==> config.mk <==
export PLATFORM = sky130hd
export DESIGN_NAME = keypad_scan_debounce_repeat_core_flat
export DESIGN_NICKNAME = d
export VERILOG_FILES = /design/src/sv/kpsdr_pkg.sv /design/src/sv/kpsdr_if.sv /design/src/sv/keypad_scan_debounce_repeat_core.sv /design/src/flat_wrapper.sv
export SDC_FILE = /design/constraint.sdc
export NUM_CORES = 1
export LEC_CHECK = 0
export BUFFER_PORTS_ARGS = -buffer_cell sky130_fd_sc_hd__buf_2
export CAP_MARGIN = 20
export CORE_MARGIN = 4
export CORE_UTILIZATION = 55
export CTS_CLUSTER_SIZE = 8
export DETAILED_ROUTE_END_ITERATION = 10
export PLACE_DENSITY_LB_ADDON = 0.15
export SETUP_SLACK_MARGIN = 0.2
export SLEW_MARGIN = 10
export SYNTH_ARGS = -nofsm -noshare
export SYNTH_HDL_FRONTEND = slang
export SYNTH_SLANG_ARGS = --single-unit
==> constraint.sdc <==
create_clock -name clk_i -period 4.7 [get_ports clk_i]
set_clock_uncertainty 0.1 [all_clocks]
set_input_delay 0.94 -clock clk_i [delete_from_list [all_inputs] [get_ports clk_i]]
set_output_delay 0.94 -clock clk_i [all_outputs]
set_load 0.02 [all_outputs]
==> src/sv/kpsdr_pkg.sv <==
`default_nettype none

package kpsdr_pkg;

  // Keypad geometry
  localparam int KEY_ROWS = 4;
  localparam int KEY_COLS = 4;

  // Field widths
  localparam int MAP_W    = 16;
  localparam int TICK_W   = 32;
  localparam int MS_W     = 16;
  localparam int POS_W    = 4;
  localparam int KEY_W    = 5;
  localparam int CHAR_W   = 7;
  localparam int CFG_IDX_W  = 8;
  localparam int CFG_DATA_W = 32;

  // Register indexes
  localparam logic [CFG_IDX_W-1:0] CFG_IDX_DEBOUNCE = 8'd0;
  localparam logic [CFG_IDX_W-1:0] CFG_IDX_REPEAT   = 8'd1;

  // Register reset values
  localparam logic [MS_W-1:0] DEBOUNCE_RST = 16'd20;
  localparam logic [MS_W-1:0] REPEAT_RST   = 16'd200;

  typedef logic [MAP_W-1:0]      key_map_t;
  typedef logic [TICK_W-1:0]     tick_t;
  typedef logic [MS_W-1:0]       ms_t;
  typedef logic [POS_W-1:0]      key_pos_t;
  typedef logic [KEY_W-1:0]      key_code_t;
  typedef logic [CHAR_W-1:0]     key_char_t;
  typedef logic [CFG_IDX_W-1:0]  cfg_idx_t;
  typedef logic [CFG_DATA_W-1:0] cfg_data_t;

  // ASCII legends, row by row
  localparam logic [CHAR_W-1:0] LEGEND [4][4] = '{
    '{7'h31, 7'h32, 7'h33, 7'h41},
    '{7'h34, 7'h35, 7'h36, 7'h42},
    '{7'h37, 7'h38, 7'h39, 7'h43},
    '{7'h2A, 7'h30, 7'h23, 7'h44}
  };

  // First pressed key, columns outer and rows inner; position+1, 0 when none
  function automatic key_code_t scan_first(key_map_t map);
    key_code_t res;
    int        pos;
    res = '0;
    for (int c = KEY_COLS - 1; c >= 0; c--) begin
      for (int r = KEY_ROWS - 1; r >= 0; r--) begin
        pos = r * KEY_COLS + c;
        if (pos < MAP_W) begin
          if (map[pos[POS_W-1:0]]) begin
            res = KEY_W'(pos + 1);
          end
        end
      end
    end
    return res;
  endfunction

  // Legend of a position, 0 outside the table
  function automatic key_char_t legend_of(key_pos_t pos);
    int        r;
    int        c;
    key_char_t ch;
    r  = int'(pos) / KEY_COLS;
    c  = int'(pos) % KEY_COLS;
    ch = '0;
    if (r < 4 && c < 4) begin
      ch = LEGEND[r[1:0]][c[1:0]];
    end
    return ch;
  endfunction

endpackage

`default_nettype wire

==> src/sv/kpsdr_if.sv <==
`default_nettype none

// Poll word: key map and tick
interface kpsdr_in_if;
  logic               valid;
  logic               ready;
  kpsdr_pkg::key_map_t key_map;
  kpsdr_pkg::tick_t    now_ms;

  modport source (output valid, output key_map, output now_ms, input ready);
  modport sink   (input valid, input key_map, input now_ms, output ready);
endinterface

// Result word: reported key
interface kpsdr_out_if;
  logic                 valid;
  logic                 ready;
  logic                 key_valid;
  kpsdr_pkg::key_pos_t  key_index;
  kpsdr_pkg::key_char_t key_char;

  modport source (output valid, output key_valid, output key_index, output key_char,
                  input ready);
  modport sink   (input valid, input key_valid, input key_index, input key_char,
                  output ready);
endinterface

// Register write word
interface kpsdr_cfg_if;
  logic                 valid;
  logic                 ready;
  kpsdr_pkg::cfg_idx_t  index;
  kpsdr_pkg::cfg_data_t data;

  modport source (output valid, output index, output data, input ready);
  modport sink   (input valid, input index, input data, output ready);
endinterface

`default_nettype wire

==> src/sv/keypad_scan_debounce_repeat_core.sv <==
// A poll word is captured in the input register, and its result word is then registered in
// the result register when both stages advance.
// Throughput: one poll per cycle while results are taken; the input register and the result
// register advance together, so a stalled result holds one poll in the input register behind it.
// The scan, debounce and repeat decisions are one pass of logic between those registers.
// Reset (rst_ni low, asynchronous): both registers empty, no pending or reported key,
// ticks 0, debounce 20 ms, repeat 200 ms.
`default_nettype none

module keypad_scan_debounce_repeat_core (
  input  logic              clk_i,
  input  logic              rst_ni,
  kpsdr_cfg_if.sink         cfg_i,
  kpsdr_in_if.sink          in_i,
  kpsdr_out_if.source       out_o
);
  import kpsdr_pkg::*;

  ms_t       debounce_q;
  ms_t       repeat_q;

  logic      s1_valid_q;
  key_map_t  s1_map_q;
  tick_t     s1_now_q;

  key_code_t pend_key_q, pend_key_d;
  tick_t     pend_since_q, pend_since_d;
  key_code_t rep_key_q, rep_key_d;
  tick_t     rep_at_q, rep_at_d;

  logic      out_valid_q;
  logic      out_key_valid_q;
  key_pos_t  out_index_q;
  key_char_t out_char_q;

  logic      advance;
  logic      s1_fire;
  logic      in_fire;
  key_code_t key;
  key_pos_t  key_pos;
  tick_t     pend_age;
  tick_t     rep_age;
  logic      report;

  // Handshake: both stages move when the result register is free or drains
  assign advance     = !out_valid_q || out_o.ready;
  assign s1_fire     = s1_valid_q && advance;
  assign in_i.ready  = !s1_valid_q || advance;
  assign in_fire     = in_i.valid && in_i.ready;
  assign cfg_i.ready = 1'b1;

  // Write configuration registers; ignore unknown indexes
  always_ff @(posedge clk_i or negedge rst_ni) begin
    if (!rst_ni) begin
      debounce_q <= DEBOUNCE_RST;
      repeat_q   <= REPEAT_RST;
    end else if (cfg_i.valid) begin
      if (cfg_i.index == CFG_IDX_DEBOUNCE) begin
        debounce_q <= cfg_i.data[MS_W-1:0];
      end else if (cfg_i.index == CFG_IDX_REPEAT) begin
        repeat_q <= cfg_i.data[MS_W-1:0];
      end
    end
  end

  // Capture the poll word
  always_ff @(posedge clk_i or negedge rst_ni) begin
    if (!rst_ni) begin
      s1_valid_q <= 1'b0;
    end else if (in_i.ready) begin
      s1_valid_q <= in_i.valid;
    end
  end

  always_ff @(posedge clk_i) begin
    if (in_fire) begin
      s1_map_q <= in_i.key_map;
      s1_now_q <= in_i.now_ms;
    end
  end

  // Scan and time checks
  assign key      = scan_first(s1_map_q);
  assign key_pos  = key_pos_t'(key - key_code_t'(1));
  assign pend_age = s1_now_q - pend_since_q;
  assign rep_age  = s1_now_q - rep_at_q;
  assign report   = (key != '0) && (key == pend_key_q) &&
                    (pend_age > {16'b0, debounce_q}) &&
                    ((rep_age > {16'b0, repeat_q}) || (rep_key_q != key));

  // Next debounce and repeat state
  always_comb begin
    pend_key_d   = pend_key_q;
    pend_since_d = pend_since_q;
    rep_key_d    = rep_key_q;
    rep_at_d     = rep_at_q;
    if (s1_fire) begin
      if (key == '0) begin
        pend_key_d   = '0;
        pend_since_d = '0;
      end else if (key != pend_key_q) begin
        pend_key_d   = key;
        pend_since_d = s1_now_q;
      end else if (report) begin
        rep_key_d    = key;
        rep_at_d     = s1_now_q;
        pend_since_d = s1_now_q;
      end
    end
  end

  always_ff @(posedge clk_i or negedge rst_ni) begin
    if (!rst_ni) begin
      pend_key_q   <= '0;
      pend_since_q <= '0;
      rep_key_q    <= '0;
      rep_at_q     <= '0;
    end else begin
      pend_key_q   <= pend_key_d;
      pend_since_q <= pend_since_d;
      rep_key_q    <= rep_key_d;
      rep_at_q     <= rep_at_d;
    end
  end

  // Result register
  always_ff @(posedge clk_i or negedge rst_ni) begin
    if (!rst_ni) begin
      out_valid_q <= 1'b0;
    end else if (advance) begin
      out_valid_q <= s1_valid_q;
    end
  end

  always_ff @(posedge clk_i) begin
    if (s1_fire) begin
      out_key_valid_q <= report;
      out_index_q     <= report ? key_pos : '0;
      out_char_q      <= report ? legend_of(key_pos) : '0;
    end
  end

  assign out_o.valid     = out_valid_q;
  assign out_o.key_valid = out_key_valid_q;
  assign out_o.key_index = out_index_q;
  assign out_o.key_char  = out_char_q;

endmodule

`default_nettype wire

==> src/flat_wrapper.sv <==
// flat-port wrapper written by rule: the top's interface ports become plain ports
module keypad_scan_debounce_repeat_core_flat import kpsdr_pkg::*;
  (clk_i, rst_ni, cfg_i_valid, cfg_i_index, cfg_i_data, cfg_i_ready, in_i_valid, in_i_key_map, in_i_now_ms, in_i_ready, out_o_valid, out_o_key_valid, out_o_key_index, out_o_key_char, out_o_ready);
  kpsdr_cfg_if cfg_i_i ();
  kpsdr_in_if in_i_i ();
  kpsdr_out_if out_o_i ();
  input  logic clk_i;
  input  logic rst_ni;
  input wire logic [$bits(cfg_i_i.valid)-1:0] cfg_i_valid;
  input wire logic [$bits(cfg_i_i.index)-1:0] cfg_i_index;
  input wire logic [$bits(cfg_i_i.data)-1:0] cfg_i_data;
  output wire logic [$bits(cfg_i_i.ready)-1:0] cfg_i_ready;
  input wire logic [$bits(in_i_i.valid)-1:0] in_i_valid;
  input wire logic [$bits(in_i_i.key_map)-1:0] in_i_key_map;
  input wire logic [$bits(in_i_i.now_ms)-1:0] in_i_now_ms;
  output wire logic [$bits(in_i_i.ready)-1:0] in_i_ready;
  output wire logic [$bits(out_o_i.valid)-1:0] out_o_valid;
  output wire logic [$bits(out_o_i.key_valid)-1:0] out_o_key_valid;
  output wire logic [$bits(out_o_i.key_index)-1:0] out_o_key_index;
  output wire logic [$bits(out_o_i.key_char)-1:0] out_o_key_char;
  input wire logic [$bits(out_o_i.ready)-1:0] out_o_ready;
  assign cfg_i_i.valid = cfg_i_valid;
  assign cfg_i_i.index = cfg_i_index;
  assign cfg_i_i.data = cfg_i_data;
  assign cfg_i_ready = cfg_i_i.ready;
  assign in_i_i.valid = in_i_valid;
  assign in_i_i.key_map = in_i_key_map;
  assign in_i_i.now_ms = in_i_now_ms;
  assign in_i_ready = in_i_i.ready;
  assign out_o_valid = out_o_i.valid;
  assign out_o_key_valid = out_o_i.key_valid;
  assign out_o_key_index = out_o_i.key_index;
  assign out_o_key_char = out_o_i.key_char;
  assign out_o_i.ready = out_o_ready;
  keypad_scan_debounce_repeat_core u_core (.clk_i(clk_i), .rst_ni(rst_ni), .cfg_i(cfg_i_i), .in_i(in_i_i), .out_o(out_o_i));
endmodule
==> impl_metrics.yaml, run 1 <==
outcome:
  outcome: "complete, but fails checks"
  violations: "setup timing"
die:
  die_height_um: 154.8
  die_w_um: 154.8
  start_util_pct: 56.17
  dieArea_um2: 23950
  coreArea_um2: 21090
  num_rows: 53
  num_io_pins: 108
critical_path:
  cp-start-kind: "register"
  crit_path_end_kind: "register"
  path_max_fanout: 17
  crit_type: "reg -> reg"
  worstPathRequired_ns: 4.92
  worst_ep_arrival_time_ns: 5.21
  r2r_cells: 24
finish:
  final_cell_mix: "nand2_1, buf_4, inv_1"
  nNetsFinal: 1672
  final_cell_count_no_fill: 1762
  final_area_um2: 14570
  nFillCells: 1660
  layout-drive-gt1-share_pct: 25.02
  syn_to_final_growth_pct: 23.04
  layout_commonest_cell: "nand2_1"
  antenna_cells: 0
sta:
  rsz0062_at_grt: "yes"
  fin_crit_ns: 4.991
  min_period_over_period_pct: 106.2
  whs_ns: 0.3922
  tightest_slew_ns: 1.057
  relSlewSlack_pct: 29.48
  finalMaxSlewViolations: 0
  setup_violations: 81
  setup_ws_ns: -0.2910
  fmax_mhz: 200.4
  hold_violations: 0
synth:
  yosysWarnings: 0
  syn-num-nets: 1464
  synth.top_cell.area_share_pct: 21.76
  synth-seq-cells: 168
  yosys-top-cells-area: "dfrtp_1, edfxtp_1, ha_1, nand2_1, a21oi_1"
  synth_cell_types: 83
  ys.flop_type: "dfrtp_1"
  syn-cell-area_um2: 11850
  syn_avg_cell_area_um2: 9.356
  ys_seq_area_share_pct: 38.08
  async_reset_ff_share_pct: 64.29
  synth_edf_count: 60
  synth_largest_area_cell: "dfrtp_1"
  synthCells: 1266
flow_run:
  drv_cap: 0
worst_hold_path:
  worstHoldPathType: "reg -> reg"
  holdPathStages: 1
clock_tree:
  cts_max_level: 4
  clockBufferDepth: 2
  path_clk_slew_ns: 0.08
  hold_buffers: 0
  cts_tree: "yes"
  cts_buffers: 17
  clk_latency_ns: 0.44
  clockRootBuffer: "clkbuf_16"
  clock_sinks: 168
routing:
  wl_met1_um: 13740
  drcViolationCount: 0
  top_layer: "met4"
  drt_iter0_markers: 603
  wl_per_cell_um: 17.99
  drt_wl_total_um: 31700
  met3WireLength_um: 1412
  vias_per_cell: 5.870
  vias: 10343
  wl_met2_um: 15800
  firstDrtPassIters: 5
  ant_nets: 0
pwr:
  switchingPower_mw: 3.198
  power.share.clock_pct: 18.6
  ir_drop_mv: 0.3181
  power_switching_share_pct: 41.54
  cellPowerDensity_nw_per_um2: 528.3
  power.internal_mw: 4.501
  leakagePower_nw: 6.778
  p_seq_share_pct: 25.4
  comb_power_share_pct: 56.0
global_route:
  grt_pass1_wl_um: 51030
  antenna_found_initial: 0
  grt_usage_pct: 26.50
  grt_max_degree: 53
  grt_pass1_vias: 10408
  grt-ovfl-total: 0
placed_design:
  dpl_cell_area_um2: 13420
  gp_congestion: 0.9678
  dp.cells: 1707
  dp_hpwl_um: 23400
  port_buffers: 90
  place_ws_ns: -0.5670
[cell type report]
type	instances	area, um2	area share [%]
Timing Repair Buffer	228	1679	11.52
Clock buffer	17	425.4	2.919
Inverter	113	424.2	2.910
Clock inverter	15	158.9	1.090
Multi-Input combinational cell	946	7032	48.25
Sequential cell	168	4511	30.95
Tap cell	275	344.1	2.361
[logic make-up (layout without fill, tap and decap cells)]
family / count (synthesis) / count (layout) / share of synthesized area, %
AOI/OAI and AO/OA: 307 / 307 / 16.81
adders and majority gates: 105 / 105 / 11.22
DFF: 168 / 168 / 38.08
buffers and inverters: 152 / 373 / 5.451
and+or+nand+nor: 388 / 388 / 16.13
other: 1 / 1 / 0.03166
xor gates and xnor gates: 49 / 49 / 3.623
muxes: 96 / 96 / 8.662
[flip-flops by register name, indices dropped and copies added (netlist names)]
| register | count |
|---|---|
| u_core.s1_map_q | 16 |
| u_core.pend_key_q | 5 |
| u_core.debounce_q | 16 |
| u_core.s1_now_q | 32 |
| u_core.out_o.key_index | 4 |
| u_core.pend_since_q | 32 |
| u_core.out_o.key_char | 7 |
| u_core.rep_at_q | 32 |
| u_core.repeat_q | 16 |
| u_core.rep_key_q | 5 |
| u_core.out_o.valid | 1 |
| u_core.out_o.key_valid | 1 |
| u_core.s1_valid_q | 1 |
[power groups by stage]
| stage | logic, mW | clock network, mW | registers, mW |
|---|---|---|---|
| 2_1_floorplan | 2.72 | 0 | 1.95 |
| 3_3_place_gp | 3.83 | 0 | 1.96 |
| 3_5_place_dp | 3.91 | 0 | 1.98 |
| 4_1_cts | 4.18 | 1.45 | 1.95 |
| 5_1_grt | 4.74 | 1.51 | 1.98 |
| 6_report | 4.31 | 1.43 | 1.96 |
[stage by stage]
stage                     setup TNS, ns  power (mW)  utilization (%)
after floorplan                       0       4.671                -
after global placement           -28.93       5.792            63.65
after detailed placement         -35.62       5.890            63.65
after CTS                        -14.53       7.581            68.73
after global routing             -45.68       8.236            69.11
final                            -19.30       7.699            69.11
[final timing paths]
path,start,to,slack [ns]
min in group asynchronous,rst_ni,u_core.debounce_q[0]$_DFFE_PN0P_,0.44
max in group asynchronous,rst_ni,u_core.repeat_q[7]$_DFFE_PN1P_,3.14
worst min register to register,u_core.s1_valid_q$_DFFE_PN0N_,u_core.out_o.valid$_DFFE_PN0P_,0.39
worst max register to register,u_core.s1_now_q[0]$_DFFE_PP_,u_core.rep_at_q[7]$_DFFE_PN0P_,-0.29
worst max-delay path,u_core.s1_now_q[0]$_DFFE_PP_,u_core.rep_at_q[7]$_DFFE_PN0P_,-0.29
worst min-delay path,u_core.s1_valid_q$_DFFE_PN0N_,u_core.out_o.valid$_DFFE_PN0P_,0.39
[timing repair]
item / 4_1_cts / 5_1_grt
setup endpoints to repair: 81 / 81
setup buffers: 17 / 2
pin swaps: 27 / 15
gates resized for setup: 50 / 13
cloned: 4 / 0
[cell usage after synthesis (18+ instances only)]
| master | instances |
|---|---|
| mux2_2 | 36 |
| nand4_1 | 18 |
| o21ai_0 | 69 |
| edfxtp_1 | 60 |
| a21o_1 | 21 |
| a21oi_1 | 96 |
| nand2_1 | 145 |
| ha_1 | 103 |
| xor2_1 | 20 |
| nand3_1 | 29 |
| clkbuf_1 | 26 |
| inv_1 | 113 |
| nor2_1 | 68 |
| dfrtp_1 | 103 |
| mux2i_1 | 44 |
| nor3_1 | 26 |
| xnor2_1 | 29 |
[critical path: stages, from the launching register on]
cell,delay [ns]
edfxtp_1,0.36
inv_1,0.06
buf_4,0.14
ha_4,0.16
fa_2,0.34
nand2b_4,0.16
a21oi_4,0.14
nor2_2,0.07
o31ai_2,0.24
a21boi_1,0.12
xnor2_1,0.17
ha_1,0.32
nand4_1,0.15
or3_4,0.43
buf_6,0.13
a21o_1,0.16
a21o_1,0.22
buf_4,0.14
nor4b_2,0.15
nand4b_1,0.13
nor4_2,0.06
a41oi_2,0.20
nand3_2,0.16
buf_12,0.21
mux2_1,0.33
[per-layer routing]
metal | vias to the layer above | track usage (%)
met5 | - | 0
met4 | 0 | 7.149
met3 | 57 | 3.973
met2 | 248 | 46.69
met1 | 5023 | 34.13
li1 | 5015 | -
Power figures use the tool's default switching activity.
==> run 2: changes to the inputs <==
- ABC_AREA: default -> 1
- CORE_ASPECT_RATIO: default -> 1.4
- CORE_UTILIZATION: 55 -> 56
- RECOVER_POWER: default -> 25
==> run 2 against run 1 <==
Net effect:
- the flow finishes with violations (capacitance limit, slew limit)
- register-to-register slack gained 0.76 ns
- worst setup slack improved by 0.76 ns
- first-iteration DRC count increased by 17%
- core utilization decreased by 5.1 points
- via count increased by 12%
- critical path depth is 3 higher
- sequential power grew 7%
- wire length up 9.3%
- combinational power up 15%
- worst hold slack got worse by 0.0093 ns
==> impl_metrics.yaml, run 2 <==
finish:
  layout-drive-gt1-share_pct: 10.75
  final_area_um2: 14370
  final_cell_mix: "nand2_1, inv_1, nand3_1"
  layout_commonest_cell: "nand2_1"
  syn_to_final_growth_pct: 12.81
  nNetsFinal: 2157
  antenna_cells: 0
  largestRegisters: "u_core.pend_since_q: 32 flops, u_core.rep_at_q: 32 flops, u_core.s1_now_q: 32 flops"
clock_tree:
  clk_latency_ns: 0.43
  cts_tree: "yes"
  path_clk_slew_ns: 0.07
  cts_buffers: 17
  cts_max_level: 4
  clock_sinks: 168
  clockRootBuffer: "clkbuf_16"
  clockBufferDepth: 2
synth:
  ys.flop_type: "dfrtp_1"
  synth-seq-cells: 168
  synth_cell_types: 43
  syn-cell-area_um2: 12730
  yosys-top-cells-area: "dfrtp_1, nand2_1, edfxtp_1, inv_1, ha_1"
  synth_largest_area_cell: "dfrtp_1"
  yosysMostFrequentCell: "nand2_1"
  ys_top_cells_by_count: "nand2_1, inv_1, nand3_1"
  ys_seq_area_share_pct: 35.42
  async_reset_ff_share_pct: 64.29
  synth.top_cell.area_share_pct: 20.24
  yosysWarnings: 0
  syn-num-nets: 2057
  synthCells: 1859
  syn_avg_cell_area_um2: 6.850
  synth_edf_count: 60
routing:
  drt_wl_total_um: 34640
  drcViolationCount: 0
  vias_per_cell: 5.103
  wl_met2_um: 17220
  vias: 11599
  ant_nets: 0
  drt_iter0_markers: 708
  wl_met1_um: 13810
  met3WireLength_um: 1476
  firstDrtPassIters: 6
  top_layer: "met5"
  wl_per_cell_um: 15.24
sta:
  min_period_over_period_pct: 90.02
  rsz0062_at_grt: "no"
  fmax_mhz: 236.4
  fin_crit_ns: 4.231
  finalMaxSlewViolations: 91
  tightest_slew_ns: 2.384
  tns_ns: 0
  setup_ws_ns: 0.4692
  relSlewSlack_pct: -58.91
  hold_violations: 0
  setup_violations: 0
  whs_ns: 0.3829
flow_run:
  drv_cap: 1
die:
  die_w_um: 135.5
  coreArea_um2: 22450
  start_util_pct: 56.73
  die_height_um: 186.4
  num_rows: 65
  dieArea_um2: 25250
  num_io_pins: 108
placed_design:
  dpl_cell_area_um2: 13490
  place_ws_ns: 0.3796
  dp_hpwl_um: 26060
  port_buffers: 90
  gp_congestion: 0.9273
pwr:
  cellPowerDensity_nw_per_um2: 589.6
  leakagePower_nw: 7.909
  total_power_mw: 8.471
  ir_drop_mv: 0.3462
critical_path:
  worstPathRequired_ns: 4.97
  path_max_fanout: 8
  worst_ep_arrival_time_ns: 4.50
  crit_path_end_kind: "register"
  crit_type: "reg -> reg"
  cp-start-kind: "register"
global_route:
  grt-ovfl-total: 0
  grt_usage_pct: 26.96
  grt_max_degree: 91
  grt_pass1_vias: 11105
  antenna_found_initial: 2
  grt_pass1_wl_um: 54570
worst_hold_path:
  worstHoldPathType: "reg -> reg"
outcome:
  outcome: "complete, but fails checks"
  violations: "capacitance limit, slew limit"
run 2: changes by cell type after synthesis, sizes merged, moves of 14 or more:
cell,before,now
mux2i,44,0
o21ai,74,60
nand2b,14,0
nor2,68,125
mux2,52,0
a21oi,97,58
xnor2,29,7
nor4,17,3
nand2,145,649
a21o,21,3
clkbuf,26,10
nand3,30,175
inv,113,378
run 2: worst paths after layout:
| check | end | slack [ns] | startpoint | cells past startpoint |
|---|---|---|---|---|
| setup / recovery | u_core.pend_since_q[9]$_DFFE_PN0P_ | 0.47 | u_core.s1_now_q[6]$_DFFE_PP_ | 27 |
| hold / removal | u_core.rep_at_q[29]$_DFFE_PN0P_ | 0.38 | u_core.rep_at_q[29]$_DFFE_PN0P_ | 2 |
| setup reg to reg | u_core.pend_since_q[9]$_DFFE_PN0P_ | 0.47 | u_core.s1_now_q[6]$_DFFE_PP_ | 27 |
| hold reg to reg | u_core.rep_at_q[29]$_DFFE_PN0P_ | 0.38 | u_core.rep_at_q[29]$_DFFE_PN0P_ | 2 |
| max in group asynchronous | u_core.pend_since_q[25]$_DFFE_PN0P_ | 0.97 | rst_ni | 2 |
| min in group asynchronous | u_core.repeat_q[4]$_DFFE_PN0P_ | 0.61 | rst_ni | 1 |
run 2: routing by layer:
metal  vias up  global-route usage [%]
met5         -                       0
met4         4                   14.62
met1      5197                   31.47
met2       342                   47.62
li1       5958                       -
met3        98                   3.155
run 2: kinds of logic (layout without fill, tap and decap cells):
kind of cell / Yosys count / after routing / share of synthesized area [%]
AOI/OAI and AO/OA: 135 / 135 / 5.630
xor gates and xnor gates: 38 / 38 / 2.613
adders and majority gates: 105 / 105 / 10.43
buffers and inverters: 414 / 526 / 12.78
DFF: 168 / 168 / 35.42
other: 1 / 1 / 0.02945
and+or+nand+nor: 998 / 999 / 33.09
run 2: area by class of cell:
type	instances	area, um2
Fill cell	2066	8080
Multi-Input combinational cell	1278	6751
Sequential cell	168	4511
Inverter	380	1426
Timing Repair Buffer	114	734.5
Clock buffer	19	432.9
Tap cell	301	376.6
Clock inverter	13	133.9
run 2: through the flow:
| step | cells | utilization [%] |
|---|---|---|
| 2_1_floorplan | 1859 | - |
| 3_3_place_gp | 2225 | 60.11 |
| 3_5_place_dp | 2225 | 60.11 |
| 4_1_cts | 2257 | 62.64 |
| 5_1_grt | 2273 | 64.00 |
| 6_report | 2273 | 64.00 |
run 2: power by group:
group	total [mW]	internal (mW)	switching, mW
Clock	1.40	0.748	0.650
Combinational	4.97	1.81	3.16
Sequential	2.10	1.88	0.219
Total	8.47	4.44	4.03
run 2: critical path, cell delays in order (launching register included):
cell and delay (ns):
edfxtp_1 0.51, buf_4 0.21, ha_4 0.23, nand2_1 0.13, inv_1 0.07, a21oi_2 0.18, nand2_2 0.11, nand2_2 0.07
nand2_2 0.08, xor2_1 0.17, ha_1 0.30, nand2_1 0.07, inv_1 0.06, nand3_1 0.11, nor2_2 0.17, nand4_1 0.12
nand2_2 0.11, nand2_1 0.06, nor2_1 0.10, nand3_1 0.09, nor2_2 0.09, nand3_1 0.09, nor2_2 0.16, nand2_4 0.11
nand3_4 0.24, clkbuf_16 0.23, nand3_1 0.07, nand2_1 0.10
run 2: repair_timing:
action / CTS / global route
resized for setup: 0 / 28
hold buffers: 0 / 0
endpoints found under the setup margin: 0 / 81
setup buffers: 0 / 9
==> run 3: changes to the inputs <==
- CORE_UTILIZATION: 56 -> 40
==> run 3 against run 2 <==
Net effect:
- the run still ends with capacitance limit, slew limit left
- combinational power about the same
- largest cell class unchanged
- cell count increased by 4.1%
- maximum frequency increased by 2.5%
- worst setup slack improved by 0.10 ns
- wire length increased by 3.0%
- first-iteration DRC count decreased by 12%
- critical endpoint is now u_core.pend_since_q[7]$_DFFE_PN0P_
- non-clock buffer count decreased by 2
- highest routed layer unchanged
- clock-buffer cell count unchanged
- sequential share of layout area decreased by 0.35 points
- total power increased by 1.8%
- worst hold slack about the same
==> impl_metrics.yaml, run 3 (synthesis gave the netlist of run 2 again) <==
outcome:
  outcome: "complete, but fails checks"
  violations: "capacitance limit, slew limit"
die:
  start_util_pct: 40.42
  die_w_um: 158.8
  num_io_pins: 108
  dieArea_um2: 34800
  die_height_um: 219.1
  num_rows: 77
  coreArea_um2: 31500
sta:
  tightest_slew_ns: 3.427
  relSlewSlack_pct: -128.4
  fin_crit_ns: 4.129
  fmax_mhz: 242.2
  min_period_over_period_pct: 87.84
  hold_violations: 0
  setup_violations: 0
  rsz0062_at_grt: "no"
  whs_ns: 0.3828
  finalMaxSlewViolations: 62
  tns_ns: 0
finish:
  largestRegisters: "u_core.pend_since_q: 32 flops, u_core.rep_at_q: 32 flops, u_core.s1_now_q: 32 flops"
  layout-drive-gt1-share_pct: 11.06
  syn_to_final_growth_pct: 14.07
  nFillCells: 3248
  layout_commonest_cell: "nand2_1"
  nNetsFinal: 2156
  final_cell_mix: "nand2_1, inv_1, nand3_1"
  antenna_cells: 0
pwr:
  cellPowerDensity_nw_per_um2: 593.4
  total_power_mw: 8.620
  power.internal_mw: 4.575
  power_switching_share_pct: 46.93
  leakagePower_nw: 7.899
  p_seq_share_pct: 24.4
  comb_power_share_pct: 57.9
  power.share.clock_pct: 17.7
  switchingPower_mw: 4.045
  ir_drop_mv: 0.2449
critical_path:
  cp-start-kind: "register"
  path_max_fanout: 32
  rrSetupSlack_ns: 0.57
  cp_slowest_cell: "edfxtp_1"
  crit_type: "reg -> reg"
  slowest_delay_ns: 0.52
  worstPathRequired_ns: 4.92
  worst_ep_arrival_time_ns: 4.35
  path_common_cell: "nand2_1"
  crit_path_end_kind: "register"
clock_tree:
  clock_sinks: 168
  path_clk_slew_ns: 0.07
  clk_latency_ns: 0.44
  cts_max_level: 4
  cts_buffers: 17
  clockRootBuffer: "clkbuf_16"
  cts_tree: "yes"
  clockBufferDepth: 2
global_route:
  antenna_found_initial: 3
  grt-ovfl-total: 0
  grt_max_degree: 75
  grt_usage_pct: 20.39
  grt_pass1_vias: 11042
  grt_pass1_wl_um: 56850
routing:
  ant_nets: 0
  wl_per_cell_um: 15.08
  vias_per_cell: 4.825
  drt_wl_total_um: 35690
  drcViolationCount: 0
  vias: 11417
  drt_iter0_markers: 620
  firstDrtPassIters: 5
worst_hold_path:
  worstHoldPathType: "reg -> reg"
placed_design:
  gp_congestion: 0.9225
  dp_hpwl_um: 27890
  port_buffers: 90
flow_run:
  drv_cap: 1
## run 3: cell types whose count changed in the layout (fill, tap and decap cells not counted), sizes merged
cell	before	now
clkinv	4	6
clkbuf	35	29
buf	98	102
nand3	176	177
clkinvlp	2	0
inv	386	384
bufinv	1	3
## run 3: power by group through the flow
stage / Sequential (mW) / Clock, mW / Combinational [mW]
CTS: 2.10 / 1.56 / 4.88
detailed placement: 2.12 / 0 / 4.85
floorplan: 2.09 / 0 / 3.63
global route: 2.14 / 1.64 / 5.75
global placement: 2.12 / 0 / 4.77
finish: 2.10 / 1.53 / 4.99
## run 3: path summary, 6_finish.rpt
path	start	to	cells after the start
max	u_core.s1_now_q[7]$_DFFE_PP_	u_core.pend_since_q[7]$_DFFE_PN0P_	25
min	u_core.rep_at_q[15]$_DFFE_PN0P_	u_core.rep_at_q[15]$_DFFE_PN0P_	2
max reg2reg	u_core.s1_now_q[7]$_DFFE_PP_	u_core.pend_since_q[7]$_DFFE_PN0P_	25
min reg2reg	u_core.rep_at_q[15]$_DFFE_PN0P_	u_core.rep_at_q[15]$_DFFE_PN0P_	2
max in group asynchronous	rst_ni	u_core.rep_at_q[28]$_DFFE_PN0P_	1
min in group asynchronous	rst_ni	u_core.repeat_q[9]$_DFFE_PN0P_	1
## run 3: cell type report
cell class	count	area (um2)	area share, %
well taps	395	494.2	3.402
repair buffers	112	660.6	4.548
clock inverters	13	182.7	1.258
inverters	380	1426	9.819
multi-input cells	1279	6809	46.87
flip-flops and latches	168	4511	31.05
clock buffers	19	442.9	3.049
## run 3: what timing repair did
item,4_1_cts,5_1_grt
hold buffers,0,0
setup buffers,0,6
gates resized for setup,0,32
endpoints found under the setup margin,0,80
## run 3: through the flow
stage	instances	worst slack [ns]	util (%)	area, um2
3_5_place_dp	2324	0.3149	43.28	13640
3_3_place_gp	2324	0.3382	43.28	13640
4_1_cts	2356	0.2770	45.27	14260
6_report	2366	0.5715	46.11	14530
5_1_grt	2366	0.1811	46.11	14530
2_1_floorplan	1859	1.237	-	12730
## run 3: metal layers
layer  GRT usage [%]  vias up  wire [um]
li1                -     5952          -
met1           23.47     5161      15000
met2           38.05      249      18140
met3           3.119       49       1362
met4           7.959        6       1137
met5               0        -         46
## run 3: critical path: cells and delay by family, from the launching register on
family | cells | cell delay [ns]
flip-flops | 1 | 0.52
buffers and inverters | 3 | 0.31
XOR/XNOR | 1 | 0.21
AO/OA/AOI/OAI | 1 | 0.20
adder cells (fa/ha/maj) | 2 | 0.70
AND/OR/NAND/NOR | 18 | 1.95
